`src/ngbs_pkg.sv`:
```
// shared constants, types and codes of the normal gap batch statistics block
package ngbs_pkg;

    localparam int GAP_W     = 32;
    localparam int POS_W     = 32;
    localparam int TAG_W     = 32;
    localparam int MAX_ITEMS = 65536;
    localparam int CNT_W     = $clog2(MAX_ITEMS + 1);
    localparam int SUM_W     = 48;
    localparam int DEN_W     = CNT_W + 1;
    localparam int DIV_CNT_W = $clog2(SUM_W);

    localparam int IN_DATA_W   = GAP_W + 3 * POS_W + TAG_W;
    localparam int OUT_FIELD_W = 5 * GAP_W + 2 * CNT_W + 3 * POS_W + TAG_W;
    localparam int OUT_DATA_W  = ((OUT_FIELD_W + 7) / 8) * 8;

    localparam logic [CNT_W-1:0] CNT_LIMIT = CNT_W'(MAX_ITEMS);

    localparam logic [GAP_W-1:0] GAP_MAX = {1'b0, {(GAP_W - 1){1'b1}}};
    localparam logic [GAP_W-1:0] GAP_MIN = {1'b1, {(GAP_W - 1){1'b0}}};
    localparam logic [SUM_W-1:0] SUM_MAX = {1'b0, {(SUM_W - 1){1'b1}}};
    localparam logic [SUM_W-1:0] SUM_MIN = {1'b1, {(SUM_W - 1){1'b0}}};

    typedef enum logic [1:0] {
        SEL_ALL = 2'd0,
        SEL_NEG = 2'd1,
        SEL_POS = 2'd2
    } t_mean_sel;

    typedef struct packed {
        logic      acc_en;
        logic      close;
        logic      div_start;
        t_mean_sel sel;
        logic      quo_store;
        logic      out_load;
    } t_dp_cmd;

    typedef struct packed {
        logic div_done;
        logic out_busy;
    } t_dp_sts;

endpackage

```
`src/ngbs_div.sv`:
```
// restoring unsigned divider, one quotient bit per cycle
module ngbs_div (
    input  logic                        i_clk,
    input  logic                        i_rst_n,
    input  logic                        i_start,
    input  logic [ngbs_pkg::SUM_W-1:0]  i_dividend,
    input  logic [ngbs_pkg::DEN_W-1:0]  i_divisor,
    output logic                        o_done,
    output logic [ngbs_pkg::SUM_W-1:0]  o_quotient
);

    localparam logic [ngbs_pkg::DIV_CNT_W-1:0] LAST_STEP =
        ngbs_pkg::DIV_CNT_W'(ngbs_pkg::SUM_W - 1);

    logic                            r_busy;
    logic                            r_done;
    logic [ngbs_pkg::DIV_CNT_W-1:0]  r_cnt;
    logic [ngbs_pkg::DEN_W-1:0]      r_rem;
    logic [ngbs_pkg::DEN_W-1:0]      r_den;
    logic [ngbs_pkg::SUM_W-1:0]      r_quo;

    logic [ngbs_pkg::DEN_W:0]        shifted;
    logic                            fits;
    logic [ngbs_pkg::DEN_W:0]        diff;

    assign shifted = {r_rem, r_quo[ngbs_pkg::SUM_W-1]};
    assign fits    = (shifted >= {1'b0, r_den});
    assign diff    = shifted - {1'b0, r_den};

    always_ff @(posedge i_clk) begin
        if (!i_rst_n) begin
            r_busy <= 1'b0;
            r_done <= 1'b0;
            r_cnt  <= '0;
        end else begin
            r_done <= 1'b0;
            if (i_start) begin
                r_busy <= 1'b1;
                r_cnt  <= '0;
            end else if (r_busy) begin
                r_cnt <= r_cnt + 1'b1;
                if (r_cnt == LAST_STEP) begin
                    r_busy <= 1'b0;
                    r_done <= 1'b1;
                end
            end
        end
    end

    always_ff @(posedge i_clk) begin
        if (i_start) begin
            r_rem <= '0;
            r_den <= i_divisor;
            r_quo <= i_dividend;
        end else if (r_busy) begin
            r_rem <= fits ? diff[ngbs_pkg::DEN_W-1:0] : shifted[ngbs_pkg::DEN_W-1:0];
            r_quo <= {r_quo[ngbs_pkg::SUM_W-2:0], fits};
        end
    end

    assign o_done     = r_done;
    assign o_quotient = r_quo;

endmodule

```
`src/ngbs_dp.sv`:
```
// accumulators, batch snapshot, mean conversion and output register
module ngbs_dp (
    input  logic                           i_clk,
    input  logic                           i_rst_n,
    input  ngbs_pkg::t_dp_cmd              i_cmd,
    output ngbs_pkg::t_dp_sts              o_sts,
    input  logic [ngbs_pkg::IN_DATA_W-1:0] i_data,
    input  logic                           i_carries,
    input  logic                           i_out_ready,
    output logic                           o_out_valid,
    output logic [ngbs_pkg::OUT_DATA_W-1:0] o_out_data
);

    localparam int GW = ngbs_pkg::GAP_W;
    localparam int PW = ngbs_pkg::POS_W;
    localparam int SW = ngbs_pkg::SUM_W;
    localparam int CW = ngbs_pkg::CNT_W;

    localparam logic [SW:0] Q_HI = {{(SW + 1 - GW){1'b0}}, ngbs_pkg::GAP_MAX};
    localparam logic [SW:0] Q_LO = {{(SW + 1 - GW){1'b1}}, ngbs_pkg::GAP_MIN};

    function automatic logic [SW-1:0] sat_add(input logic [SW-1:0] a,
                                              input logic [SW-1:0] b);
        logic [SW:0] s;
        s = {a[SW-1], a} + {b[SW-1], b};
        if (s[SW] != s[SW-1]) begin
            return s[SW] ? ngbs_pkg::SUM_MIN : ngbs_pkg::SUM_MAX;
        end
        return s[SW-1:0];
    endfunction

    // input word fields
    logic [GW-1:0] gap;
    logic [PW-1:0] pos_x, pos_y, pos_z;
    logic [ngbs_pkg::TAG_W-1:0] tag;

    assign gap   = i_data[GW-1:0];
    assign pos_x = i_data[GW +: PW];
    assign pos_y = i_data[GW + PW +: PW];
    assign pos_z = i_data[GW + 2 * PW +: PW];
    assign tag   = i_data[GW + 3 * PW +: ngbs_pkg::TAG_W];

    // running state
    logic [SW-1:0] r_sum_all, r_sum_neg, r_sum_pos;
    logic [SW-1:0] n_sum_all, n_sum_neg, n_sum_pos;
    logic [CW-1:0] r_cnt_neg, r_cnt_pos, n_cnt_neg, n_cnt_pos;
    logic [GW-1:0] r_min, r_max, n_min, n_max;
    logic [PW-1:0] r_px, r_py, r_pz, n_px, n_py, n_pz;

    logic [SW-1:0] gap_ext;
    logic          is_neg;

    assign gap_ext = {{(SW - GW){gap[GW-1]}}, gap};
    assign is_neg  = gap[GW-1];

    always_comb begin
        n_sum_all = r_sum_all;
        n_sum_neg = r_sum_neg;
        n_sum_pos = r_sum_pos;
        n_cnt_neg = r_cnt_neg;
        n_cnt_pos = r_cnt_pos;
        n_min     = r_min;
        n_max     = r_max;
        n_px      = r_px;
        n_py      = r_py;
        n_pz      = r_pz;
        if (i_cmd.acc_en && i_carries) begin
            // a class already at its limit is left out of count and sums
            if (is_neg) begin
                if (r_cnt_neg < ngbs_pkg::CNT_LIMIT) begin
                    n_cnt_neg = r_cnt_neg + 1'b1;
                    n_sum_neg = sat_add(r_sum_neg, gap_ext);
                    n_sum_all = sat_add(r_sum_all, gap_ext);
                end
            end else begin
                if (r_cnt_pos < ngbs_pkg::CNT_LIMIT) begin
                    n_cnt_pos = r_cnt_pos + 1'b1;
                    n_sum_pos = sat_add(r_sum_pos, gap_ext);
                    n_sum_all = sat_add(r_sum_all, gap_ext);
                end
            end
            if ($signed(gap) < $signed(r_min)) begin
                n_min = gap;
                n_px  = pos_x;
                n_py  = pos_y;
                n_pz  = pos_z;
            end
            if ($signed(gap) > $signed(r_max)) begin
                n_max = gap;
            end
        end
    end

    always_ff @(posedge i_clk) begin
        if (!i_rst_n || i_cmd.close) begin
            r_sum_all <= '0;
            r_sum_neg <= '0;
            r_sum_pos <= '0;
            r_cnt_neg <= '0;
            r_cnt_pos <= '0;
            r_min     <= ngbs_pkg::GAP_MAX;
            r_max     <= ngbs_pkg::GAP_MIN;
            r_px      <= '0;
            r_py      <= '0;
            r_pz      <= '0;
        end else begin
            r_sum_all <= n_sum_all;
            r_sum_neg <= n_sum_neg;
            r_sum_pos <= n_sum_pos;
            r_cnt_neg <= n_cnt_neg;
            r_cnt_pos <= n_cnt_pos;
            r_min     <= n_min;
            r_max     <= n_max;
            r_px      <= n_px;
            r_py      <= n_py;
            r_pz      <= n_pz;
        end
    end

    // snapshot of the closed batch
    logic [SW-1:0] r_s_sum_all, r_s_sum_neg, r_s_sum_pos;
    logic [CW-1:0] r_s_cnt_neg, r_s_cnt_pos;
    logic [GW-1:0] r_s_min, r_s_max;
    logic [PW-1:0] r_s_px, r_s_py, r_s_pz;
    logic [ngbs_pkg::TAG_W-1:0] r_s_tag;

    always_ff @(posedge i_clk) begin
        if (i_cmd.close) begin
            r_s_sum_all <= n_sum_all;
            r_s_sum_neg <= n_sum_neg;
            r_s_sum_pos <= n_sum_pos;
            r_s_cnt_neg <= n_cnt_neg;
            r_s_cnt_pos <= n_cnt_pos;
            r_s_min     <= n_min;
            r_s_max     <= n_max;
            r_s_px      <= n_px;
            r_s_py      <= n_py;
            r_s_pz      <= n_pz;
            r_s_tag     <= tag;
        end
    end

    // operand selection for the shared divider
    logic [SW-1:0]              sel_sum;
    logic [ngbs_pkg::DEN_W-1:0] sel_den;
    logic [SW-1:0]              dividend;
    logic                       div_done;
    logic [SW-1:0]              quotient;

    always_comb begin
        case (i_cmd.sel)
            ngbs_pkg::SEL_ALL: begin
                sel_sum = r_s_sum_all;
                sel_den = {1'b0, r_s_cnt_neg} + {1'b0, r_s_cnt_pos};
            end
            ngbs_pkg::SEL_NEG: begin
                sel_sum = r_s_sum_neg;
                sel_den = {1'b0, r_s_cnt_neg};
            end
            ngbs_pkg::SEL_POS: begin
                sel_sum = r_s_sum_pos;
                sel_den = {1'b0, r_s_cnt_pos};
            end
            default: begin
                sel_sum = '0;
                sel_den = '0;
            end
        endcase
    end

    // magnitude of the sum, the most negative sum wraps to its own magnitude
    assign dividend = sel_sum[SW-1] ? (~sel_sum + 1'b1) : sel_sum;

    ngbs_div u_div (
        .i_clk      (i_clk),
        .i_rst_n    (i_rst_n),
        .i_start    (i_cmd.div_start),
        .i_dividend (dividend),
        .i_divisor  (sel_den),
        .o_done     (div_done),
        .o_quotient (quotient)
    );

    // signed quotient, truncated toward zero, clamped to the gap range
    logic [SW:0]   q_signed;
    logic [GW-1:0] mean_val;

    assign q_signed = sel_sum[SW-1] ? (~{1'b0, quotient} + 1'b1) : {1'b0, quotient};

    always_comb begin
        if (sel_den == '0) begin
            mean_val = '0;
        end else if ($signed(q_signed) > $signed(Q_HI)) begin
            mean_val = ngbs_pkg::GAP_MAX;
        end else if ($signed(q_signed) < $signed(Q_LO)) begin
            mean_val = ngbs_pkg::GAP_MIN;
        end else begin
            mean_val = q_signed[GW-1:0];
        end
    end

    logic [GW-1:0] r_mean_all, r_mean_neg, r_mean_pos;

    always_ff @(posedge i_clk) begin
        if (i_cmd.quo_store) begin
            case (i_cmd.sel)
                ngbs_pkg::SEL_ALL: r_mean_all <= mean_val;
                ngbs_pkg::SEL_NEG: r_mean_neg <= mean_val;
                ngbs_pkg::SEL_POS: r_mean_pos <= mean_val;
                default:           r_mean_all <= r_mean_all;
            endcase
        end
    end

    // output register
    logic                           r_out_valid;
    logic [ngbs_pkg::OUT_DATA_W-1:0] r_out_data;

    always_ff @(posedge i_clk) begin
        if (!i_rst_n) begin
            r_out_valid <= 1'b0;
        end else if (i_cmd.out_load) begin
            r_out_valid <= 1'b1;
        end else if (i_out_ready) begin
            r_out_valid <= 1'b0;
        end
    end

    always_ff @(posedge i_clk) begin
        if (i_cmd.out_load) begin
            r_out_data <= {{(ngbs_pkg::OUT_DATA_W - ngbs_pkg::OUT_FIELD_W){1'b0}},
                           r_s_tag, r_s_pz, r_s_py, r_s_px,
                           r_s_cnt_pos, r_s_cnt_neg,
                           r_mean_pos, r_mean_neg, r_mean_all,
                           r_s_max, r_s_min};
        end
    end

    assign o_sts.div_done = div_done;
    assign o_sts.out_busy = r_out_valid && !i_out_ready;
    assign o_out_valid    = r_out_valid;
    assign o_out_data     = r_out_data;

endmodule

```
`src/ngbs_ctrl.sv`:
```
// batch controller: accumulate, three divisions, result hand-off
module ngbs_ctrl (
    input  logic              i_clk,
    input  logic              i_rst_n,
    input  logic              i_in_valid,
    input  logic              i_in_last,
    output logic              o_in_ready,
    input  ngbs_pkg::t_dp_sts i_sts,
    output ngbs_pkg::t_dp_cmd o_cmd
);

    typedef enum logic [3:0] {
        ST_ACC   = 4'b0001,
        ST_START = 4'b0010,
        ST_RUN   = 4'b0100,
        ST_LOAD  = 4'b1000
    } t_state;

    t_state              r_state, n_state;
    ngbs_pkg::t_mean_sel r_sel, n_sel;
    logic                accept;

    assign o_in_ready = (r_state == ST_ACC);
    assign accept     = i_in_valid && o_in_ready;

    always_comb begin
        n_state         = r_state;
        n_sel           = r_sel;
        o_cmd.acc_en    = accept;
        o_cmd.close     = accept && i_in_last;
        o_cmd.div_start = 1'b0;
        o_cmd.sel       = r_sel;
        o_cmd.quo_store = 1'b0;
        o_cmd.out_load  = 1'b0;
        case (r_state)
            ST_ACC: begin
                if (accept && i_in_last) begin
                    n_state = ST_START;
                    n_sel   = ngbs_pkg::SEL_ALL;
                end
            end
            ST_START: begin
                o_cmd.div_start = 1'b1;
                n_state         = ST_RUN;
            end
            ST_RUN: begin
                if (i_sts.div_done) begin
                    o_cmd.quo_store = 1'b1;
                    case (r_sel)
                        ngbs_pkg::SEL_ALL: begin
                            n_sel   = ngbs_pkg::SEL_NEG;
                            n_state = ST_START;
                        end
                        ngbs_pkg::SEL_NEG: begin
                            n_sel   = ngbs_pkg::SEL_POS;
                            n_state = ST_START;
                        end
                        default: begin
                            n_state = ST_LOAD;
                        end
                    endcase
                end
            end
            ST_LOAD: begin
                if (!i_sts.out_busy) begin
                    o_cmd.out_load = 1'b1;
                    n_state        = ST_ACC;
                end
            end
            default: begin
                n_state = ST_ACC;
            end
        endcase
    end

    always_ff @(posedge i_clk) begin
        if (!i_rst_n) begin
            r_state <= ST_ACC;
            r_sel   <= ngbs_pkg::SEL_ALL;
        end else begin
            r_state <= n_state;
            r_sel   <= n_sel;
        end
    end

endmodule

```
`src/normal_gap_batch_statistics.sv`:
```
// normal gap batch statistics: top level, stream ports, controller and datapath
//
// Collects per-batch statistics of contact gaps (signed Q8.24) with their Q16.16
// positions. Every input word with tuser set adds one gap: the minimum (first
// position kept on ties), the maximum, the total sum and the separate sums and
// counts of negative and non-negative gaps (zero is non-negative). Counts stop
// at 65536 per class, and a gap beyond that limit still updates min and max but
// no sum. A word with tlast closes the batch (with or without a gap of its own)
// and yields one result word: min, max, the three means (truncated toward zero,
// zero for an empty class), both counts, the position of the minimum and the
// closing word's time tag. An empty batch gives min as the largest code and max
// as the smallest. Words that do not close a batch are taken back to back. A
// closing word starts three divisions on one shared restoring divider that
// retires one quotient bit per cycle over a 48-bit sum, then the result register
// is loaded; s_axis_tready stays low from a closing word until that load, and
// the load also waits while the previous result still waits on m_axis_tready.
// The result sits in an output register, so a new batch may be collected while
// it waits.
module normal_gap_batch_statistics (
    input  logic                            i_clk,
    input  logic                            i_rst_n,
    // gap_value, pos_x, pos_y, pos_z, time_tag
    input  logic [ngbs_pkg::IN_DATA_W-1:0]  s_axis_tdata,
    // carries_value
    input  logic                            s_axis_tuser,
    // last_of_batch
    input  logic                            s_axis_tlast,
    input  logic                            s_axis_tvalid,
    output logic                            s_axis_tready,
    // gap_min, gap_max, mean_all, mean_neg, mean_pos, count_neg, count_pos,
    // min_pos_x, min_pos_y, min_pos_z, batch_time, zero fill
    output logic [ngbs_pkg::OUT_DATA_W-1:0] m_axis_tdata,
    output logic                            m_axis_tvalid,
    input  logic                            m_axis_tready
);

    ngbs_pkg::t_dp_cmd cmd;
    ngbs_pkg::t_dp_sts sts;

    // sequencing: accumulate, then mean of all, negative, non-negative, then load
    ngbs_ctrl u_ctrl (
        .i_clk      (i_clk),
        .i_rst_n    (i_rst_n),
        .i_in_valid (s_axis_tvalid),
        .i_in_last  (s_axis_tlast),
        .o_in_ready (s_axis_tready),
        .i_sts      (sts),
        .o_cmd      (cmd)
    );

    // accumulators, snapshot, divider and result register
    ngbs_dp u_dp (
        .i_clk       (i_clk),
        .i_rst_n     (i_rst_n),
        .i_cmd       (cmd),
        .o_sts       (sts),
        .i_data      (s_axis_tdata),
        .i_carries   (s_axis_tuser),
        .i_out_ready (m_axis_tready),
        .o_out_valid (m_axis_tvalid),
        .o_out_data  (m_axis_tdata)
    );

endmodule
```
`config.mk`:
```
export PLATFORM = sky130hd
export DESIGN_NAME = normal_gap_batch_statistics
export DESIGN_NICKNAME = d
export VERILOG_FILES = /design/src/ngbs_pkg.sv /design/src/ngbs_div.sv /design/src/ngbs_dp.sv /design/src/ngbs_ctrl.sv /design/src/normal_gap_batch_statistics.sv
export SDC_FILE = /design/constraint.sdc
export NUM_CORES = 2
export LEC_CHECK = 0
export BUFFER_PORTS_ARGS = -buffer_cell sky130_fd_sc_hd__buf_4
export CORE_ASPECT_RATIO = 0.5
export CORE_UTILIZATION = 60
export CTS_CLUSTER_DIAMETER = 100
export CTS_CLUSTER_SIZE = 14
export DETAILED_ROUTE_END_ITERATION = 8
export GPL_TIMING_DRIVEN = 0
export PLACE_DENSITY = 0.88
export REMOVE_ABC_BUFFERS = 1
export SLEW_MARGIN = 20
export SYNTH_ARGS = -nofsm -noshare
export SYNTH_HDL_FRONTEND = slang
export SYNTH_SLANG_ARGS = --single-unit
```
`constraint.sdc`:
```
create_clock -name i_clk -period 49 [get_ports i_clk]
set_clock_uncertainty 0.2 [all_clocks]
set_input_delay 2.45 -clock i_clk [delete_from_list [all_inputs] [get_ports i_clk]]
set_output_delay 2.45 -clock i_clk [all_outputs]
set_load 0.02 [all_outputs]
```
==> results.yml <==
power_and_ir_drop:
  power_per_cell_area_nw_per_um2: 43.5
  power_leakage_nw: 25.9
  worst_ir_drop_on_vdd_v: 0.0000300
finish:
  area_of_the_multi_input_gates_um2: 23000
  post_route_cells_drive_above_1_share_pct: 16.5
  summed_area_of_non_filler_cells_in_the_final_layout_um2: 66100
  area_growth_pct: 15.1
  footprint_of_the_flip_flops_and_latches_um2: 33100
  finalNetCount: 5827
  layout.filler_cells: 6138
die:
  row_count: 79
  fp.dieH_um: 221
  ioPinCount: 496
  die_area_um2: 97000
  initial_utilization_pct: 61.1
  core_region_area_um2: 93900
  die_w_um: 439
critical_path:
  timing.critical_path.fanout_max: 11
  worst_setup_path_startpoint: "s_axis_tdata[1]"
  timing.critical_path.from_type: "input port"
  endpoint_kind: "flop"
  timing_worst_setup_path_type: "in -> reg"
  cp_slowest_cell: "a221oi_1"
  rr_startpoint: "u_dp.r_sum_all[1]"
  crit_chain: "buf_4, ha_1, a211oi_1, o211ai_1, a221oi_1, o21ai_1, a31oi_1, o31ai_1, a211o_1, o211ai_1, buf_6, buf_4, buf_4, buf_4, a21oi_1, nor2_1"
  max_stage_delay_ps: 830
  critPathRequiredTime_ps: 49320
  worstPathArrival_ps: 7910
  worst_path_most_repeated_cell: "buf_4"
  worst_r2r_path_depth: 15
route:
  wire_per_inst_um: 23.6
  dr.first_iter.drc_count: 4799
  vias: 42100
  wirelength_um: 159000
  drc_errors: 0
  detail-route-antenna-nets: 0
  detail_route.vias_per_cell: 6.24
  drt_first_pass_iters: 6
logic_synthesis:
  synth_top_flop_cell: "edfxtp_1"
  synthesis.area_um2: 57400
  share_of_flip_flops_with_an_asynchronous_set_or_reset_pct: 0
  synth.distinct_cells: 87
  syn-instance-count: 4966
  synth_seq_area_share_pct: 57.6
  synth_enable_flop_cells: 854
  yosys_warnings: 0
  synthesis.area_per_instance_um2: 11.6
  postSynthRegisterBits: 1225
sta:
  min_period_ps: 7590
  rsz0062_at_grt: "false"
  setup-tns-final_ps: 0
  timing.final.crit_share_pct: 15.5
  maxSlewHeadroom_pct: 22.8
  worst_slew_pin_slew_ps: 1150
  setup_viol: 0
  hold_viol_final: 0
  timing.fmax_mhz: 132
  slew_violations: 0
grt:
  grt_residual_overflow: 0
  globalRouteTotalUtil_pct: 31.9
  grt_pass1_wl_um: 238000
  grt_pass1_vias: 40700
  grt_start_max_net_pins: 93
  antenna_found_initial: 4
cts:
  cts.clk_slew.worst_paths_ps: 70
  ctsResizeCount: 0
  post_cts.repair.setup_buffers: 0
  htree_levels: 3
  clock_tree_from_tritoncts: "yes"
  cts_max_path_buffers: 3
  worstSkewPairLatency_ps: 740
  postCtsHoldBufs: 0
  cts-buffers-inserted: 97
  clkSinkCount: 1225
  clock-root-buffer: "clkbuf_16"
run_status:
  status: "finished, final reports clean"
placement:
  place_congestion: 0.960
  dp.final_hpwl_um: 111000
  port_buffers: 489
  placed_area_um2: 63200
min_path:
  hold_critical_path_depth: 0
  worst_hold_startpoint: "u_dp.r_mean_neg[8]"
  holdCritPathClass: "reg -> reg"
job:
  max_cap_violations: 0
## cell usage after synthesis (31+ instances only)
library cell / n / area [um2]
dfxtp_1: 371 / 7430
ha_1: 247 / 3090
nand2b_1: 70 / 438
nand3_1: 81 / 405
o211ai_1: 34 / 255
clkbuf_1: 200 / 751
and3_1: 31 / 194
inv_1: 146 / 548
a31oi_1: 33 / 206
nor2_1: 349 / 1310
mux2i_1: 82 / 821
xor2_1: 101 / 885
and2_1: 264 / 1650
o21bai_1: 38 / 285
nor2b_1: 40 / 250
nand4_1: 53 / 332
a211oi_1: 38 / 285
o31ai_1: 38 / 285
mux2_2: 164 / 1850
edfxtp_1: 854 / 25600
o21a_1: 73 / 548
xnor2_1: 162 / 1420
nand2_1: 322 / 1210
a21o_1: 127 / 953
o21ai_0: 298 / 1490
a21oi_1: 318 / 1590
nor3_1: 87 / 435
## state kept, by name, indices dropped and copies added, names as in the netlist, 48 cells and up
signal / cells
u_dp.u_div.o_quotient: 48
u_dp.r_sum_pos: 48
u_dp.r_sum_neg: 48
u_dp.r_s_sum_all: 48
u_dp.r_sum_all: 48
u_dp.r_s_sum_neg: 48
u_dp.o_out_data: 322
u_dp.r_s_sum_pos: 48
## cells in the final DEF, fill, tap and decap left out, types with 53 or more instances in the layout
cell / count
o21a_1: 73
nor2_1: 348
buf_4: 529
nand2b_1: 69
xor2_1: 101
nand3_1: 80
xnor2_1: 162
nand2_1: 321
inv_1: 144
dfxtp_1: 368
and2_1: 263
clkbuf_1: 69
ha_1: 247
a21oi_1: 316
a21o_1: 125
mux2_2: 164
mux2i_1: 82
o21ai_0: 297
clkbuf_16: 97
nor3_1: 85
nand4_1: 53
edfxtp_1: 854
## routing by layer
metal  vias up  track usage [%]  routed length (um)
met5         -                0                  20
met4         2             13.8                7030
met3       423             5.29               13200
met2      2058             51.7               73700
met1     20600             42.9               65000
li1      19000                -                   -
## cells by family after synthesis
family / synth area share [%]
other: 0.00653
and+or+nand+nor: 12.3
buffers and inverters: 2.63
AOI/OAI and AO/OA: 13.1
adders and majority gates: 5.75
xor gates and xnor gates: 4.01
DFF: 57.6
muxes: 4.65
## through the flow
stage / utilization, % / setup WS (ps) / instances / hold slack (ps) / power, mW
2_1_floorplan: - / 31040 / 4735 / 200 / 1.88
3_3_place_gp: 65.7 / 24710 / 6479 / 200 / 2.11
3_5_place_dp: 67.3 / 41130 / 6565 / 205 / 2.11
4_1_cts: 70.3 / 41770 / 6739 / 201 / 2.86
5_1_grt: 70.3 / 41380 / 6742 / 214 / 2.98
6_report: 70.4 / 41410 / 6745 / 193 / 2.87
## layout make-up
cell class / count / area share [%]
Antenna cell: 6 / 0.0227
Clock buffer: 166 / 4.07
Clock inverter: 8 / 0.299
Inverter: 147 / 0.847
Multi-Input combinational cell: 3363 / 34.8
Sequential cell: 1225 / 50.1
Tap cell: 1255 / 2.38
Timing Repair Buffer: 575 / 7.49
## worst max-delay path: cells and delay by family
| kind | cells | cell delay (ps) |
|---|---|---|
| simple gates | 1 | 280 |
| fa+ha+maj | 1 | 350 |
| compound gates | 9 | 3780 |
| buf+inv | 5 | 1020 |
## power breakdown
part | internal (mW) | switching (mW)
clock network | 0.377 | 0.380
registers | 1.27 | 0.0650
logic | 0.293 | 0.486
## final timing paths
check	endpoint	slack, ps
setup / recovery	u_dp.r_s_sum_all[8]	41410
hold / removal	u_dp.o_out_data[104]	190
setup reg to reg	u_dp.r_s_sum_all[8]	43000
hold reg to reg	u_dp.o_out_data[104]	190
(Power assumes the default switching activity.)
